==> src/rtl/core/arc_length_polyline_interpolator_top_macros.svh <==
// assertion macros for the interpolator rtl
`ifndef ARC_LENGTH_POLYLINE_INTERPOLATOR_TOP_MACROS_SVH
`define ARC_LENGTH_POLYLINE_INTERPOLATOR_TOP_MACROS_SVH
// a condition that holds at every edge outside reset
`define ALPI_ASSERT_ALWAYS(label, clk, rst, cond, msg) \
  label: assert property (@(posedge clk) disable iff (rst) (cond)) else $error(msg);
// a condition that implies another in the next cycle
`define ALPI_ASSERT_NEXT(label, clk, rst, ante, cons, msg) \
  label: assert property (@(posedge clk) disable iff (rst) (ante) |=> (cons)) \
    else $error(msg);
`endif

==> src/rtl/core/alpi_pkg.sv <==
// ----------------------------------------------------------------------------
// alpi_pkg
// shared constants and types of the arc-length polyline interpolator
// ----------------------------------------------------------------------------
`timescale 1ns / 1ps
`default_nettype none
package alpi_pkg;
  localparam int MaxPointsDefault = 64;
  localparam int CoordW = 32;
  localparam int CumW = 40;
  localparam int SqW = 66;
  localparam int RootW = 34;
  localparam logic [CumW-1:0] CumMax = {CumW{1'b1}};
  localparam logic [16:0] OneQ16 = 17'h10000;
  localparam logic ReqLoad = 1'b0;
  localparam logic ReqQuery = 1'b1;

  // request handed to an iterative unit
  typedef struct packed {
    logic start;
  } alpi_go_t;
endpackage
`default_nettype wire

==> src/rtl/core/alpi_sqrt.sv <==
// ----------------------------------------------------------------------------
// alpi_sqrt
// bit-serial integer square root of a 66-bit sum of squares
// ----------------------------------------------------------------------------
`timescale 1ns / 1ps
`default_nettype none
module alpi_sqrt
  import alpi_pkg::*;
(
  input  wire logic            clk,
  input  wire logic            rst,
  input  wire alpi_go_t        go,
  input  wire logic [SqW-1:0]  radicand,
  output logic                 done,
  output logic [RootW-1:0]     root
);
  logic [SqW-1:0]   rem;
  logic [RootW-1:0] res;
  logic [5:0]       step;
  logic             run;
  logic [SqW+1:0]   trial;
  logic [SqW+1:0]   rem_sh;
  logic [SqW+1:0]   rad_ext;

  // radicand padded to an even width so each root bit takes one bit pair
  assign rad_ext = {2'b00, radicand};

  // two radicand bits enter per step, restoring compare
  assign rem_sh = {rem, rad_ext[SqW+1-2*step -: 2]};
  assign trial  = {{(SqW-RootW){1'b0}}, res, 2'b01};

  always_ff @(posedge clk) begin
    if (rst) begin
      run  <= 1'b0;
      done <= 1'b0;
    end else begin
      done <= 1'b0;
      if (go.start) begin
        run  <= 1'b1;
        step <= '0;
        rem  <= '0;
        res  <= '0;
      end else if (run) begin
        if (rem_sh >= trial) begin
          rem <= SqW'(rem_sh - trial);
          res <= {res[RootW-2:0], 1'b1};
        end else begin
          rem <= SqW'(rem_sh);
          res <= {res[RootW-2:0], 1'b0};
        end
        if (step == 6'(RootW-1)) begin
          run  <= 1'b0;
          done <= 1'b1;
        end
        step <= step + 6'd1;
      end
    end
  end
  assign root = res;
endmodule
`default_nettype wire

==> config.mk <==
export PLATFORM = sky130hd
export DESIGN_NAME = alpi_sqrt
export DESIGN_NICKNAME = d
export VERILOG_FILES = /design/src/rtl/core/arc_length_polyline_interpolator_top_macros.svh /design/src/rtl/core/alpi_pkg.sv /design/src/rtl/core/alpi_sqrt.sv
export SDC_FILE = /design/constraint.sdc
export NUM_CORES = 1
export LEC_CHECK = 0
export ABC_CLOCK_PERIOD_IN_PS = 8600
export BUFFER_PORTS_ARGS = -buffer_cell sky130_fd_sc_hd__buf_2
export CORE_ASPECT_RATIO = 1.4
export CORE_MARGIN = 5
export CORE_UTILIZATION = 40
export CTS_CLUSTER_SIZE = 25
export DETAILED_ROUTE_END_ITERATION = 8
export PLACE_DENSITY = 0.63
export RECOVER_POWER = 100
export REMOVE_ABC_BUFFERS = 1
export SETUP_SLACK_MARGIN = 0.02
export SYNTH_ARGS = -nofsm -noshare
export SYNTH_HDL_FRONTEND = slang
export SYNTH_SLANG_ARGS = --single-unit
export TNS_END_PERCENT = 10
==> constraint.sdc <==
create_clock -name clk -period 8.6 [get_ports clk]
set_input_delay 0.43 -clock clk [delete_from_list [all_inputs] [get_ports clk]]
set_output_delay 0.43 -clock clk [all_outputs]
set_load 0.01 [all_outputs]
==> reports/results.ini <==
[outcome]
status = finished with violations
violations = capacitance limit, slew limit

[clock_tree]
cts_hold_buf = 0
cts_tree = built
cts.sinks = 108
htree_levels = 3
clockBufferDepth = 2
clkTransAtPathRegs_ns = 0.08
post_cts_buffers = 0
cts_resized = 0
cts_made_buffers = 9
cts_root_buf = clkbuf_16
insertion_delay_ns = 0.36

[floorplanning]
fp.dieW_um = 131.0
initial_core_util_pct = 40.33
die_height_um = 179.4
dieArea_sq_um = 23500
io_pins = 104
rows = 62
coreArea_sq_um = 20320

[logic_synthesis]
synth.yosys.seq_area_share_pct = 39.32
ys_types = 83
synth.most_common_cell = nor2_1
synth_top_cell_area_share_pct = 38.83
async_flop_share_pct = 0
synth.area.top_cells = edfxtp_1, ha_1, a21oi_1
syn_area_per_cell_sq_um = 9.078
synth_ff_type = edfxtp_1
synth_area_sq_um = 8198
synth_edf_count = 106
synth_cells = 903
yosys_register_bits = 108
synth_common_cells = nor2_1, edfxtp_1, nand2_1
yosys_warnings = 0
synth_top_area_cell = edfxtp_1

[run]
drv_cap = 5

[pwr]
sw_frac_of_total_pct = 32.59
cellLeakagePower_uw = 0.003498
p_seq_share_pct = 43.1
max-vdd-ir-drop_mv = 0.09350
p_per_area_nw_per_um2 = 171.6
power_frac_comb_pct = 29.4
power.switching_uw = 506.6
pwr-share-clk_pct = 27.6
intPower_uw = 1048

[drt]
wire_per_inst_um = 17.44
routed_via_density = 5.657
drt_iter0_markers = 449
wl_mm = 21.66
drc = 0
first_pass_iters = 5
vias = 7026
ant_nets = 0

[worst_setup_path]
crit_path_start = step[1]
cp_data_required_time_ns = 8.76
r2r_slack_ns = 1.79
cp_data_arrival_time_ns = 6.97
worstRegToRegCells = 18
crit_fanout = 24
critPathKind = flip-flop to flip-flop
r2r_end = rem[61]
reg2reg_from = step[1]
worstSetupStartpointType = flip-flop
worstSetupEndpoint = rem[61]
critPathCaptureType = flip-flop

[timing]
fin_skew_ns = 0.01309
hold_violations = 0
max_freq_mhz = 146.9
slew_violations = 251
finalCritPeriodShare_pct = 79.14
relSlewSlack_pct = -117.8
fin_crit_ns = 6.806
rsz0062_at_grt = no
worstMarginPinSlew_ns = 3.266
final.setup.tns_ns = 0
setup_viol = 0

[worst_hold_path]
hp-class = input port to flip-flop
whs_path_depth = 2

[layout]
fin_nets = 1090
layout-drive-gt1-share_pct = 12.17
n_antenna_cell = 0
area_growth_pct = 10.53
fill_cells = 2084
layout.cells.non_filler = 1242

[global_route]
antenna_found_initial = 0
grt_usage_pct = 18.40
grt_pass1_wl_mm = 34.49
grt_overflow_total = 0
grt_max_degree = 71
grt_pass1_vias = 6954

[placed_design]
port-buffer-count = 103
post-dp-hpwl_mm = 16.27
dp_cells = 1226
gp_congestion = 0.8910

-- how the worst min path moves through the flow --
| stage | to | from | slack, ns |
|---|---|---|---|
| after floorplan | done | run | 0.45 |
| after global placement | done | run | 0.46 |
| after detailed placement | done | run | 0.47 |
| after CTS | done | rst | 0.27 |
| after global routing | done | rst | 0.28 |
| final | done | rst | 0.28 |
-- worst max-delay path, stage by stage (launching register included) --
cell and delay (ns):
edfxtp_1 0.93, inv_1 0.19, ha_1 0.35, xor2_1 0.39, mux4_2 0.56, mux2i_1 0.15, a211oi_1 0.10, or3_1 0.40
ha_1 0.25, nor2b_1 0.12, o21a_1 0.16, o211ai_1 0.11, a21oi_1 0.33, o21a_1 0.23, nor4_1 0.11, a2111oi_0 0.84
o21ai_0 0.63, or4_1 0.62, a21oi_1 0.15
-- metal layers --
metal  share of wire, %  vias to the layer above  GRT usage (%)
li1                   -                     3473              -
met4                2.5                        0          6.218
met5                  0                        -              0
met3                4.0                       37          2.906
met2                 53                      172          34.62
met1                 41                     3344          20.77
-- logic make-up after synthesis --
family,Yosys count,synth area share (%)
AO/OA/AOI/OAI,229,17.87
buffers and inverters,100,5.281
multiplexers,36,5.616
adder cells (fa/ha/maj),40,6.105
AND/OR/NAND/NOR,352,21.66
flip-flops,108,39.32
XOR/XNOR,38,4.151
-- sequential cells by signal, summed over array words and instances, names as in the netlist --
register  cells
done          1
rem          66
root         34
run           1
step          6
-- cell usage in the layout (no fill, tap or decap), types with 4 or more instances in the layout --
| cell type | Yosys | final |
|---|---|---|
| a211oi_1 | 12 | 13 |
| a21boi_0 | 4 | 4 |
| a21o_1 | 16 | 16 |
| a21oi_1 | 85 | 85 |
| a31o_2 | 6 | 6 |
| and2_1 | 4 | 4 |
| and3_1 | 6 | 6 |
| buf_2 | 12 | 67 |
| clkbuf_1 | 15 | 40 |
| clkbuf_16 | 0 | 9 |
| edfxtp_1 | 106 | 106 |
| ha_1 | 40 | 40 |
| inv_1 | 58 | 58 |
| mux2_1 | 5 | 5 |
| mux2_2 | 5 | 5 |
| mux2i_1 | 19 | 19 |
| mux4_2 | 7 | 7 |
| nand2_1 | 86 | 87 |
| nand2b_1 | 8 | 8 |
| nand3_1 | 16 | 16 |
| nand4_1 | 18 | 18 |
| nor2_1 | 112 | 111 |
| nor2b_1 | 15 | 15 |
| nor3_1 | 15 | 16 |
| nor3b_1 | 4 | 4 |
| nor4_1 | 16 | 18 |
| o211ai_1 | 6 | 6 |
| o21a_1 | 8 | 8 |
| o21ai_0 | 38 | 40 |
| o21bai_1 | 9 | 9 |
| o22ai_1 | 6 | 6 |
| o31ai_1 | 4 | 4 |
| or2_2 | 5 | 5 |
| or3_1 | 21 | 21 |
| xnor2_1 | 24 | 24 |
| xor2_1 | 13 | 14 |
-- power groups by stage --
stage          combinational (uW)  sequential, uW  clock (uW)
2_1_floorplan                 329             679           0
3_3_place_gp                  455             678           0
3_5_place_dp                  458             678           0
4_1_cts                       462             667         439
5_1_grt                       507             675         460
6_report                      456             669         429
-- stage by stage --
| stage | setup slack, ns | total power [uW] | util [%] | cell area [sq um] | hold slack, ns |
|---|---|---|---|---|---|
| after floorplan | 3.078 | 1008 | - | 7986 | 0.4548 |
| after global placement | 2.616 | 1132 | 43.64 | 8870 | 0.4644 |
| after detailed placement | 2.436 | 1137 | 43.64 | 8870 | 0.4690 |
| after CTS | 2.406 | 1568 | 45.12 | 9170 | 0.2685 |
| after global routing | 1.221 | 1641 | 44.58 | 9061 | 0.2761 |
| final | 1.794 | 1555 | 44.58 | 9061 | 0.2759 |
-- final cells by class --
cell class                 instances  area, sq um  share of cell area [%]
inverter                          59        221.5                   2.444
multi-input combinational        695         4503                   49.70
tap                              256        320.3                   3.535
timing repair buffer             108        493.0                   5.440
clock buffer                       9        225.2                   2.486
clock inverter                     7        75.07                  0.8285
sequential                       108         3223                   35.57
(Power assumes the default switching activity.)
