===== src/rtl/core/arc_length_polyline_interpolator_top_macros.svh =====
// assertion macros for the interpolator rtl
`ifndef ARC_LENGTH_POLYLINE_INTERPOLATOR_TOP_MACROS_SVH
`define ARC_LENGTH_POLYLINE_INTERPOLATOR_TOP_MACROS_SVH
// a condition that holds at every edge outside reset
`define ALPI_ASSERT_ALWAYS(label, clk, rst, cond, msg) \
  label: assert property (@(posedge clk) disable iff (rst) (cond)) else $error(msg);
// a condition that implies another in the next cycle
`define ALPI_ASSERT_NEXT(label, clk, rst, ante, cons, msg) \
  label: assert property (@(posedge clk) disable iff (rst) (ante) |=> (cons)) \
    else $error(msg);
`endif


===== src/rtl/core/alpi_pkg.sv =====
// ----------------------------------------------------------------------------
// alpi_pkg
// shared constants and types of the arc-length polyline interpolator
// ----------------------------------------------------------------------------
`timescale 1ns / 1ps
`default_nettype none
package alpi_pkg;
  localparam int MaxPointsDefault = 64;
  localparam int CoordW = 32;
  localparam int CumW = 40;
  localparam int SqW = 66;
  localparam int RootW = 34;
  localparam logic [CumW-1:0] CumMax = {CumW{1'b1}};
  localparam logic [16:0] OneQ16 = 17'h10000;
  localparam logic ReqLoad = 1'b0;
  localparam logic ReqQuery = 1'b1;

  // request handed to an iterative unit
  typedef struct packed {
    logic start;
  } alpi_go_t;
endpackage
`default_nettype wire


===== src/rtl/core/alpi_div.sv =====
// ----------------------------------------------------------------------------
// alpi_div
// restoring divider for the segment fraction, quotient clamped to 1.0
// ----------------------------------------------------------------------------
`timescale 1ns / 1ps
`default_nettype none
module alpi_div
  import alpi_pkg::*;
(
  input  wire logic              clk,
  input  wire logic              rst,
  input  wire alpi_go_t          go,
  input  wire logic [CumW+16:0]  dividend,
  input  wire logic [CumW-1:0]   divisor,
  output logic                   done,
  output logic [16:0]            quot
);
  localparam int NW = CumW + 17;
  logic [NW-1:0]  num;
  logic [CumW:0]  rem;
  logic [CumW:0]  rem_sh;
  logic [16:0]    q;
  logic           big;
  logic [5:0]     step;
  logic           run;

  assign rem_sh = {rem[CumW-1:0], num[NW-1]};

  // one quotient bit per cycle; high quotient bits only flag overflow
  always_ff @(posedge clk) begin
    if (rst) begin
      run  <= 1'b0;
      done <= 1'b0;
    end else begin
      done <= 1'b0;
      if (go.start) begin
        run  <= 1'b1;
        num  <= dividend;
        rem  <= '0;
        q    <= '0;
        big  <= 1'b0;
        step <= '0;
      end else if (run) begin
        num <= {num[NW-2:0], 1'b0};
        if (rem_sh >= {1'b0, divisor}) begin
          rem <= rem_sh - {1'b0, divisor};
          if (q[16]) big <= 1'b1;
          q <= {q[15:0], 1'b1};
        end else begin
          rem <= rem_sh;
          if (q[16]) big <= 1'b1;
          q <= {q[15:0], 1'b0};
        end
        if (step == 6'(NW-1)) begin
          run  <= 1'b0;
          done <= 1'b1;
        end
        step <= step + 6'd1;
      end
    end
  end
  assign quot = (big || q > OneQ16) ? OneQ16 : q;
endmodule
`default_nettype wire


===== config.mk =====
export PLATFORM = sky130hd
export DESIGN_NAME = alpi_div
export DESIGN_NICKNAME = d
export VERILOG_FILES = /design/src/rtl/core/arc_length_polyline_interpolator_top_macros.svh /design/src/rtl/core/alpi_pkg.sv /design/src/rtl/core/alpi_div.sv
export SDC_FILE = /design/constraint.sdc
export NUM_CORES = 1
export LEC_CHECK = 0
export ABC_AREA = 1
export BUFFER_PORTS_ARGS = -buffer_cell sky130_fd_sc_hd__buf_2
export CORE_MARGIN = 2
export CORE_UTILIZATION = 55
export CTS_BUF_LIST = sky130_fd_sc_hd__clkbuf_16
export DETAILED_ROUTE_END_ITERATION = 10
export PLACE_DENSITY = 0.74
export SLEW_MARGIN = 30
export SYNTH_ARGS = -nofsm -noshare
export SYNTH_HDL_FRONTEND = slang
export SYNTH_SLANG_ARGS = --single-unit

===== constraint.sdc =====
create_clock -name clk -period 10.4 [get_ports clk]
set_input_delay 2.08 -clock clk [delete_from_list [all_inputs] [get_ports clk]]
set_output_delay 2.08 -clock clk [all_outputs]
set_load 0.005 [all_outputs]

==> out/metrics.cfg, run 1 <==
[sta]
max_slew.worst_pin.slew_ns=0.781
timing.slew.headroom=0.479
rsz_0062_raised_after_global_routing=false
fin_worst_skew_ns=0.0123
timing_hold_violations_final=0
final.min_clock_period_ns=4.38
max_clock_freq_mhz=228
fin_tns_setup_ns=0
maxSlewViolCount=0
portion_of_the_clock_cycle_consumed_by_the_worst_path_in_the_final_layout=0.421
setup_viol=0

[synth]
synth-seq-area-share=0.416
synth_enable_flop_cells=121
netlist-cell-type-count=35
yosysMostFrequentCell=sky130_fd_sc_hd__nand2_1
mean_instance_size_in_the_synthesized_netlist_um2=6.90
synth_async_sr_flop_share=0
synth_seq_cells=123
synth-main-ff-cell=sky130_fd_sc_hd__edfxtp_1
netlist_instances=1280
synth_top_cell_by_area=sky130_fd_sc_hd__edfxtp_1
yosys-top-cells-count=sky130_fd_sc_hd__nand2_1, sky130_fd_sc_hd__inv_1, sky130_fd_sc_hd__nor2_1
synth-warning-count=0
synth_area_leaders=sky130_fd_sc_hd__edfxtp_1, sky130_fd_sc_hd__nand2_1, sky130_fd_sc_hd__inv_1, sky130_fd_sc_hd__nor2_1, sky130_fd_sc_hd__ha_1
synthesis.area_um2=8830
syn-num-nets=1423
yosysTopAreaCellShare=0.411

[detailed_routing]
average_vias_per_placed_instance=4.86
totalWireLength_um=21300
detail_route.first_pass.iterations=5
vias=7882
drt.antenna.violating_nets=0
route.detailed.wl_per_inst_um=13.1
drt_drc_violations_left=0
drt_iter0_drc=474

[clocking]
cts.clk_slew.worst_paths_ns=0.06
cts_root_buffer=sky130_fd_sc_hd__clkbuf_16
cts_tree=yes
postCtsSetupBuffers=0
cts_inserted_buffers=17
ctsLongestPathBuffers=2
numClockSinks=123
cts_resized=0
number_of_hold_buffers_added_after_cts=0
htreeDepth=4
clock_latency_ns=0.42

[floorplanning]
core_area_um2=15800
chipHeight_um=131
start_util=0.560
placementRows=46
floorplan.die_area_um2=17100
ios=118
width_of_the_chip_um=131

[final_layout]
layout.nets=1535
layout.filler_cells=1505
layout.area.seq_um2=3670
finished_core_util=0.644
multi_input_area_um2=4180
finalNonFillerCells=1622
layout_area_overhead_pct=15.0
finish.instance_area_um2=10200
fraction_of_layout_instances_using_a_drive_strength_above_1=0.125

[worst_setup_path]
cpMaxStageDelayCell=sky130_fd_sc_hd__buf_4
slack_of_the_worst_reg_to_reg_path_ns=7.55
critPathKind=input pin to flop
timing.rr.start=rem[24]
worst_ep_arrival_time_ns=4.42
critical_path.reg2reg.endpoint=rem[17]
path_max_fanout=80
critical_path_buf_inv_count=5
max_stage_delay_ns=0.75
reg2regPathDepth=12
timing.critical_path.mode_cell=sky130_fd_sc_hd__buf_4
required_ns=10.44
start_kind=input pin
crit_cells=6
worst_setup_path_end_kind=flop
critical_path.cell_chain=buf_2 -> buf_4 -> inv_2 -> a21oi_4 -> buf_4 -> buf_4
critPathTopFamily=buffers and inverters

[power]
vdd.ir_drop.worst_uv=126
pwr_per_cell_area_nw_per_um2=157
power.leakage_nw=5.48

[grt]
grt_usage=0.263
grt_pass1_wl_um=35200
antenna_found_initial=1
grt_pass1_vias=7589
grt_start_max_net_pins=102
grt_remaining_overflow=0

[place]
gp_congestion=0.956
post_dp_cell_area_um2=9580
placed_cells=1589
buffer_ports.inserted=117
post-dp-hpwl_um=15500

[worst_hold_path]
min_to=done
class_of_the_worst_hold_path=flop to flop
worstHoldStart=run
whs_path_depth=2

[run]
drv_cap=0

[status]
outcome=finished clean

logic make-up (layout without fill, tap and decap cells):
kind of cell,count (synthesis),count (layout),synth area share
simple gates,765,765,0.344
buf+inv,253,378,0.112
flops,123,123,0.416
compound gates,74,74,0.0446
fa+ha+maj,43,43,0.0618
xor+xnor,22,22,0.0218
other cells,0,1,0
flip-flops by register name, summed over array words and instances (netlist names):
register  flops
num          57
rem          40
q            17
step          6
big           1
done          1
run           1
layout make-up:
type                    count  share of cell area
inverters                 225              0.0831
multi-input cells         904               0.412
clock inverters            15              0.0138
flip-flops and latches    123               0.362
well taps                 216              0.0266
clock buffers              17              0.0419
diodes                      1            0.000246
repair buffers            121              0.0610
how the worst max path moves through the flow:
| stage | start | to | slack (ns) |
|---|---|---|---|
| 2_1_floorplan | go | big | 1.11 |
| 3_3_place_gp | go | rem[11] | 5.58 |
| 3_5_place_dp | go | rem[13] | 5.52 |
| 4_1_cts | go | num[19] | 5.99 |
| 5_1_grt | go | num[19] | 5.79 |
| 6_report | go | rem[10] | 6.02 |
power breakdown:
group | switching, mW | internal (mW)
registers | 0.0167 | 0.599
logic | 0.265 | 0.138
clock network | 0.244 | 0.333
total | 0.525 | 1.07
layer usage:
layer	up-vias	track usage	wire length, um
li1	4154	-	-
met1	3498	0.339	9830
met2	197	0.448	9980
met3	33	0.0452	1010
met4	0	0.0951	478
met5	-	0	0
tightest hold or removal path, cell delays in order (launching register included):
cell and delay, ns:
sky130_fd_sc_hd__dfxtp_1 0.30, sky130_fd_sc_hd__inv_1 0.10, sky130_fd_sc_hd__nor4_1 0.07
placed cells by master, fill, tap and decap left out, drive strengths merged, types with 2 or more instances in the layout:
cell	count
clkbuf	17
nand3	34
nor4	4
nand4	4
ha	42
inv	231
xor2	21
o21ai	31
buf	121
edfxtp	121
a21boi	2
dfxtp	2
nor3	9
nand3b	9
nor2	180
nand2	523
a21oi	35
o21bai	5
clkinv	7
through the flow:
stage	power (mW)	hold WS, ns	setup WS [ns]
after CTS	1.60	0.517	5.99
after global routing	1.69	0.530	5.79
after floorplan	0.929	0.421	1.11
after global placement	1.02	0.491	5.58
after detailed placement	1.02	0.502	5.52
final	1.59	0.511	6.02
(Power assumes the default switching activity.)
==> inputs of run 2 (changes only) <==
Settings changed: CORE_UTILIZATION 55 to 53.
Clock period 10.4 ns to 3.9 ns, I/O delays scaled along.
==> out/metrics.cfg, run 2 (synthesized netlist as in run 1, its figures left out) <==
[status]
outcome=finished clean

[final_layout]
largest_register=num
layout_area_overhead_pct=15.4
largestRegisters=num (57), rem (40), q (17)
final_cell_mix=sky130_fd_sc_hd__nand2_1, sky130_fd_sc_hd__inv_1, sky130_fd_sc_hd__nor2_1, sky130_fd_sc_hd__edfxtp_1, sky130_fd_sc_hd__buf_2
layout_commonest_cell=sky130_fd_sc_hd__nand2_1
fraction_of_layout_instances_using_a_drive_strength_above_1=0.127
finished_core_util=0.619
layout.nets=1537
finish.instance_area_um2=10200
layout.filler_cells=1573
largest_register_ff_count=57

[sta]
setup_viol=0
final.min_clock_period_ns=2.74
rsz_0062_raised_after_global_routing=false
timing_hold_violations_final=0
fin_tns_setup_ns=0
hold_slack_ns=0.508
maxSlewViolCount=0
max_clock_freq_mhz=365
timing.slew.headroom=0.487
fin_worst_skew_ns=0.0192
max_slew.worst_pin.slew_ns=0.769
portion_of_the_clock_cycle_consumed_by_the_worst_path_in_the_final_layout=0.703

[clocking]
numClockSinks=123
postCtsSetupBuffers=0
cts_resized=0
clock_latency_ns=0.43
htreeDepth=4
cts.clk_slew.worst_paths_ns=0.07
ctsLongestPathBuffers=2
number_of_hold_buffers_added_after_cts=0
cts_tree=yes
cts_inserted_buffers=17
cts_root_buffer=sky130_fd_sc_hd__clkbuf_16

[grt]
grt_pass1_wl_um=35200
grt_usage=0.250
grt_pass1_vias=7486
grt_start_max_net_pins=102
antenna_found_initial=1
grt_remaining_overflow=0

[worst_setup_path]
worst_setup_path_end_kind=output port
timing.rr.start=rem[16]
worst_ep_arrival_time_ns=1.96
critPathKind=flop to output port
required_ns=3.12
start_kind=flop
path_max_fanout=16
reg2regPathDepth=13
slack_of_the_worst_reg_to_reg_path_ns=1.22
critical_path.reg2reg.endpoint=rem[39]

[worst_hold_path]
whs_path_depth=2
class_of_the_worst_hold_path=flop to flop
worstHoldStart=run
min_to=done

[detailed_routing]
wl_met3_um=1040
routed.top_layer=met5
drt_iter0_drc=470
drt_drc_violations_left=0
vias=7883
average_vias_per_placed_instance=4.84
totalWireLength_um=21400
drt.antenna.violating_nets=0
route.detailed.wl_per_inst_um=13.2
route.met2.wl_um=10000
detail_route.first_pass.iterations=6
met1_length_um=9800

[floorplanning]
chipHeight_um=133
width_of_the_chip_um=133
floorplan.die_area_um2=17700
ios=118
start_util=0.536
placementRows=47
core_area_um2=16500

[place]
post-dp-hpwl_um=15800
gp_congestion=0.963
post_dp_cell_area_um2=9600
buffer_ports.inserted=117

[power]
power.leakage_nw=5.47
pwr_per_cell_area_nw_per_um2=419
vdd.ir_drop.worst_uv=338

[run]
drv_cap=0

run 2: metal layers:
metal | up-vias | GRT usage
li1 | 4165 | -
met1 | 3512 | 0.316
met2 | 164 | 0.420
met3 | 40 | 0.0575
met4 | 2 | 0.0940
met5 | - | 0
run 2: final cells by class:
| class | count | area (um2) | share of cell area |
|---|---|---|---|
| diodes | 1 | 2.50 | 0.000245 |
| multi-input cells | 904 | 4180 | 0.410 |
| repair buffers | 123 | 634 | 0.0622 |
| well taps | 220 | 275 | 0.0270 |
| flip-flops and latches | 123 | 3670 | 0.360 |
| clock buffers | 17 | 425 | 0.0417 |
| inverters | 225 | 845 | 0.0829 |
| clock inverters | 15 | 154 | 0.0151 |
run 2: worst max path at each step:
stage | endpoint | startpoint | slack, ns
5_1_grt | rem[19] | divisor[14] | 0.89
4_1_cts | quot[2] | q[8] | 1.01
3_5_place_dp | rem[39] | divisor[35] | 0.74
2_1_floorplan | big | go | 0.03
6_report | quot[2] | q[8] | 1.16
3_3_place_gp | rem[39] | divisor[35] | 0.76
run 2: where the power goes:
part	switching (mW)	total (mW)	leakage, nW	internal (mW)
clock network	0.702	1.55	0.270	0.846
logic	0.710	1.08	4.01	0.370
registers	0.0447	1.64	1.19	1.60
total	1.46	4.27	5.47	2.81
run 2: critical path, cell delays in order (launching register included):
cell and delay, ns:
sky130_fd_sc_hd__edfxtp_1 0.41, sky130_fd_sc_hd__nor4_1 0.29, sky130_fd_sc_hd__nand2_1 0.10, sky130_fd_sc_hd__nor3_1 0.21
sky130_fd_sc_hd__o21ai_2 0.23, sky130_fd_sc_hd__nor2_1 0.17, sky130_fd_sc_hd__buf_2 0.13
run 2: through the flow:
stage	instances	setup WS (ns)	power, mW
3_3_place_gp	1595	0.759	2.72
4_1_cts	1627	1.01	4.29
3_5_place_dp	1595	0.740	2.73
2_1_floorplan	1280	0.0336	2.47
5_1_grt	1627	0.891	4.50
6_report	1628	1.16	4.27
==> inputs of run 3 (changes only) <==
Settings changed: ABC_AREA 1 to 0, CORE_UTILIZATION 53 to 55.
Clock period 3.9 ns to 2.84 ns, I/O delays scaled along.
==> out/metrics.cfg, run 3 <==
[final_layout]
largestRegisters=num (57), rem (40), q (17)
finish.instance_area_um2=10700
layout.filler_cells=932
layout.nets=1140
layout_commonest_cell=sky130_fd_sc_hd__edfxtp_1
final_cell_mix=sky130_fd_sc_hd__edfxtp_1, sky130_fd_sc_hd__buf_2, sky130_fd_sc_hd__buf_4, sky130_fd_sc_hd__nand2_1, sky130_fd_sc_hd__mux2_2
largest_register_ff_count=57
fraction_of_layout_instances_using_a_drive_strength_above_1=0.423
layout_area_overhead_pct=34.2
largest_register=num

[floorplanning]
floorplan.die_area_um2=15500
start_util=0.569
placementRows=43
chipHeight_um=124
ios=118
width_of_the_chip_um=124
core_area_um2=14000

[run]
drv_cap=0

[grt]
grt_busiest_layer=met2
groute.layer.met1.usage=0.325
grt_usage=0.254
grt_pass1_vias=6844
grt_remaining_overflow=0
grt_start_max_net_pins=93
grt_util_met2=0.426
grt_pass1_wl_um=32200
antenna_found_initial=2
grt.met3_usage=0.0580

[power]
vdd.ir_drop.worst_uv=465
power.leakage_nw=4.61
fin_total_pwr_mw=6.29
power.sequential.fraction=0.360
clock_power_share=0.337
p_comb_frac=0.303
pwr_per_cell_area_nw_per_um2=589
netSwitchingFraction=0.299
internal_power_mw=4.41
total_switching_power_mw=1.88

[detailed_routing]
drt_drc_violations_left=0
detail_route.first_pass.iterations=5
vias=6831
drt_iter0_drc=499
average_vias_per_placed_instance=5.74
totalWireLength_um=20800
drt.antenna.violating_nets=0
route.detailed.wl_per_inst_um=17.4

[clocking]
cts_tree=yes
cts.clk_slew.worst_paths_ns=0.06
numClockSinks=123
number_of_hold_buffers_added_after_cts=0
ctsLongestPathBuffers=2
htreeDepth=4
cts_inserted_buffers=17
cts_root_buffer=sky130_fd_sc_hd__clkbuf_16
clock_latency_ns=0.41

[worst_setup_path]
path_max_fanout=7
critical_path.cell_chain=ha_1 -> nand2_1 -> o21ai_1 -> a21oi_1 -> o21ai_0 -> nor3_2 -> a21oi_2 -> a21o_4 -> buf_8 -> mux2i_1 -> nor2_1
worst_ep_arrival_time_ns=3.09
critPathKind=flop to flop
max_stage_delay_ns=0.41
cpMaxStageDelayCell=sky130_fd_sc_hd__edfxtp_1
worst_setup_path_end_kind=flop
required_ns=2.98
start_kind=flop
critPathTopFamily=compound AO/OA/AOI/OAI gates
critical_path_buf_inv_count=1

[sta]
portion_of_the_clock_cycle_consumed_by_the_worst_path_in_the_final_layout=1.04
max_clock_freq_mhz=339
rsz_0062_raised_after_global_routing=true
hold_slack_ns=0.404
timing.slew.headroom=0.629
max_slew.worst_pin.slew_ns=0.556
setup_viol=34
maxSlewViolCount=0
post_layout_worst_setup_margin_ns=-0.112
final.min_clock_period_ns=2.95
fin_worst_skew_ns=0.0100
timing_hold_violations_final=0

[synth]
netlist-cell-type-count=60
synth-seq-area-share=0.461
synth_async_sr_flop_share=0
yosysMostFrequentCell=sky130_fd_sc_hd__edfxtp_1
synth_enable_flop_cells=121
synth_area_leaders=sky130_fd_sc_hd__edfxtp_1, sky130_fd_sc_hd__mux2_2, sky130_fd_sc_hd__ha_1, sky130_fd_sc_hd__a21oi_1, sky130_fd_sc_hd__nand2_1
synth-main-ff-cell=sky130_fd_sc_hd__edfxtp_1
yosys-top-cells-count=sky130_fd_sc_hd__edfxtp_1, sky130_fd_sc_hd__nand2_1, sky130_fd_sc_hd__a21oi_1
synth-warning-count=0
synthesis.area_um2=7970
yosysTopAreaCellShare=0.456
synth_top_cell_by_area=sky130_fd_sc_hd__edfxtp_1
synth_seq_cells=123
netlist_instances=766
mean_instance_size_in_the_synthesized_netlist_um2=10.4
syn-num-nets=909

[place]
dpl_worst_slack_ns=-0.360
post_dp_cell_area_um2=9640
post-dp-hpwl_um=14200
buffer_ports.inserted=117
gp_congestion=0.930

[status]
violations=negative setup slack
outcome=finished with violations

[worst_hold_path]
class_of_the_worst_hold_path=input pin to flop

==> run 3: metal layers <==
metal,part of all wire,wire (um),vias up
li1,-,-,3250
met1,0.42,8810,3300
met2,0.50,10300,238
met3,0.058,1190,43
met4,0.021,446,0
met5,0,0,-
==> run 3: kinds of logic (layout without fill, tap and decap cells) <==
group                    count (synthesis)  count (layout)  synth area share
AO/OA/AOI/OAI                          173             173             0.147
XOR/XNOR                                35              35            0.0385
adder cells (fa/ha/maj)                 43              43            0.0685
buffers and inverters                   88             332            0.0509
flip-flops                             123             123             0.461
multiplexers                            59              59            0.0829
other                                    0               1                 0
AND/OR/NAND/NOR                        245             245             0.151
==> run 3: final timing paths <==
| kind | start | endpoint | slack (ns) | depth (start not counted) |
|---|---|---|---|---|
| worst max-delay path | rem[27] | rem[26] | -0.11 | 11 |
| worst max register to register | rem[27] | rem[26] | -0.11 | 11 |
| worst min-delay path | rst | done | 0.40 | 2 |
| worst min register to register | run | done | 0.54 | 1 |
==> run 3: power by group through the flow <==
stage	Combinational (mW)	Sequential (mW)	Clock, mW
floorplan	1.07	2.27	0
global placement	1.58	2.29	0
detailed placement	1.64	2.30	0
CTS	1.67	2.26	2.14
global route	2.06	2.28	2.23
finish	1.91	2.27	2.12
==> run 3: metrics by stage <==
stage               TNS [ns]  cells   util
finish                 -1.98   1191  0.764
global route           -8.00   1190  0.764
CTS                   -0.118   1182  0.734
detailed placement    -11.72   1147  0.689
global placement       -9.67   1147  0.689
floorplan             -25.73    766      -
==> run 3: repair_timing <==
item                                    4_1_cts  5_1_grt
endpoints found under the setup margin       28       49
gates resized for setup                       9       73
setup buffers                                 3        6
cloned                                        0        3
pin swaps                                     4       23
endpoints found under the hold margin         0        0
==> run 3: final cells by class <==
cell class	count	area [um2]	share of cell area
inverters	54	203	0.0190
diodes	1	2.50	0.000234
multi-input cells	555	4310	0.404
repair buffers	246	1700	0.159
clock buffers	17	425	0.0398
clock inverters	15	145	0.0136
flip-flops and latches	123	3670	0.344
well taps	180	225	0.0211
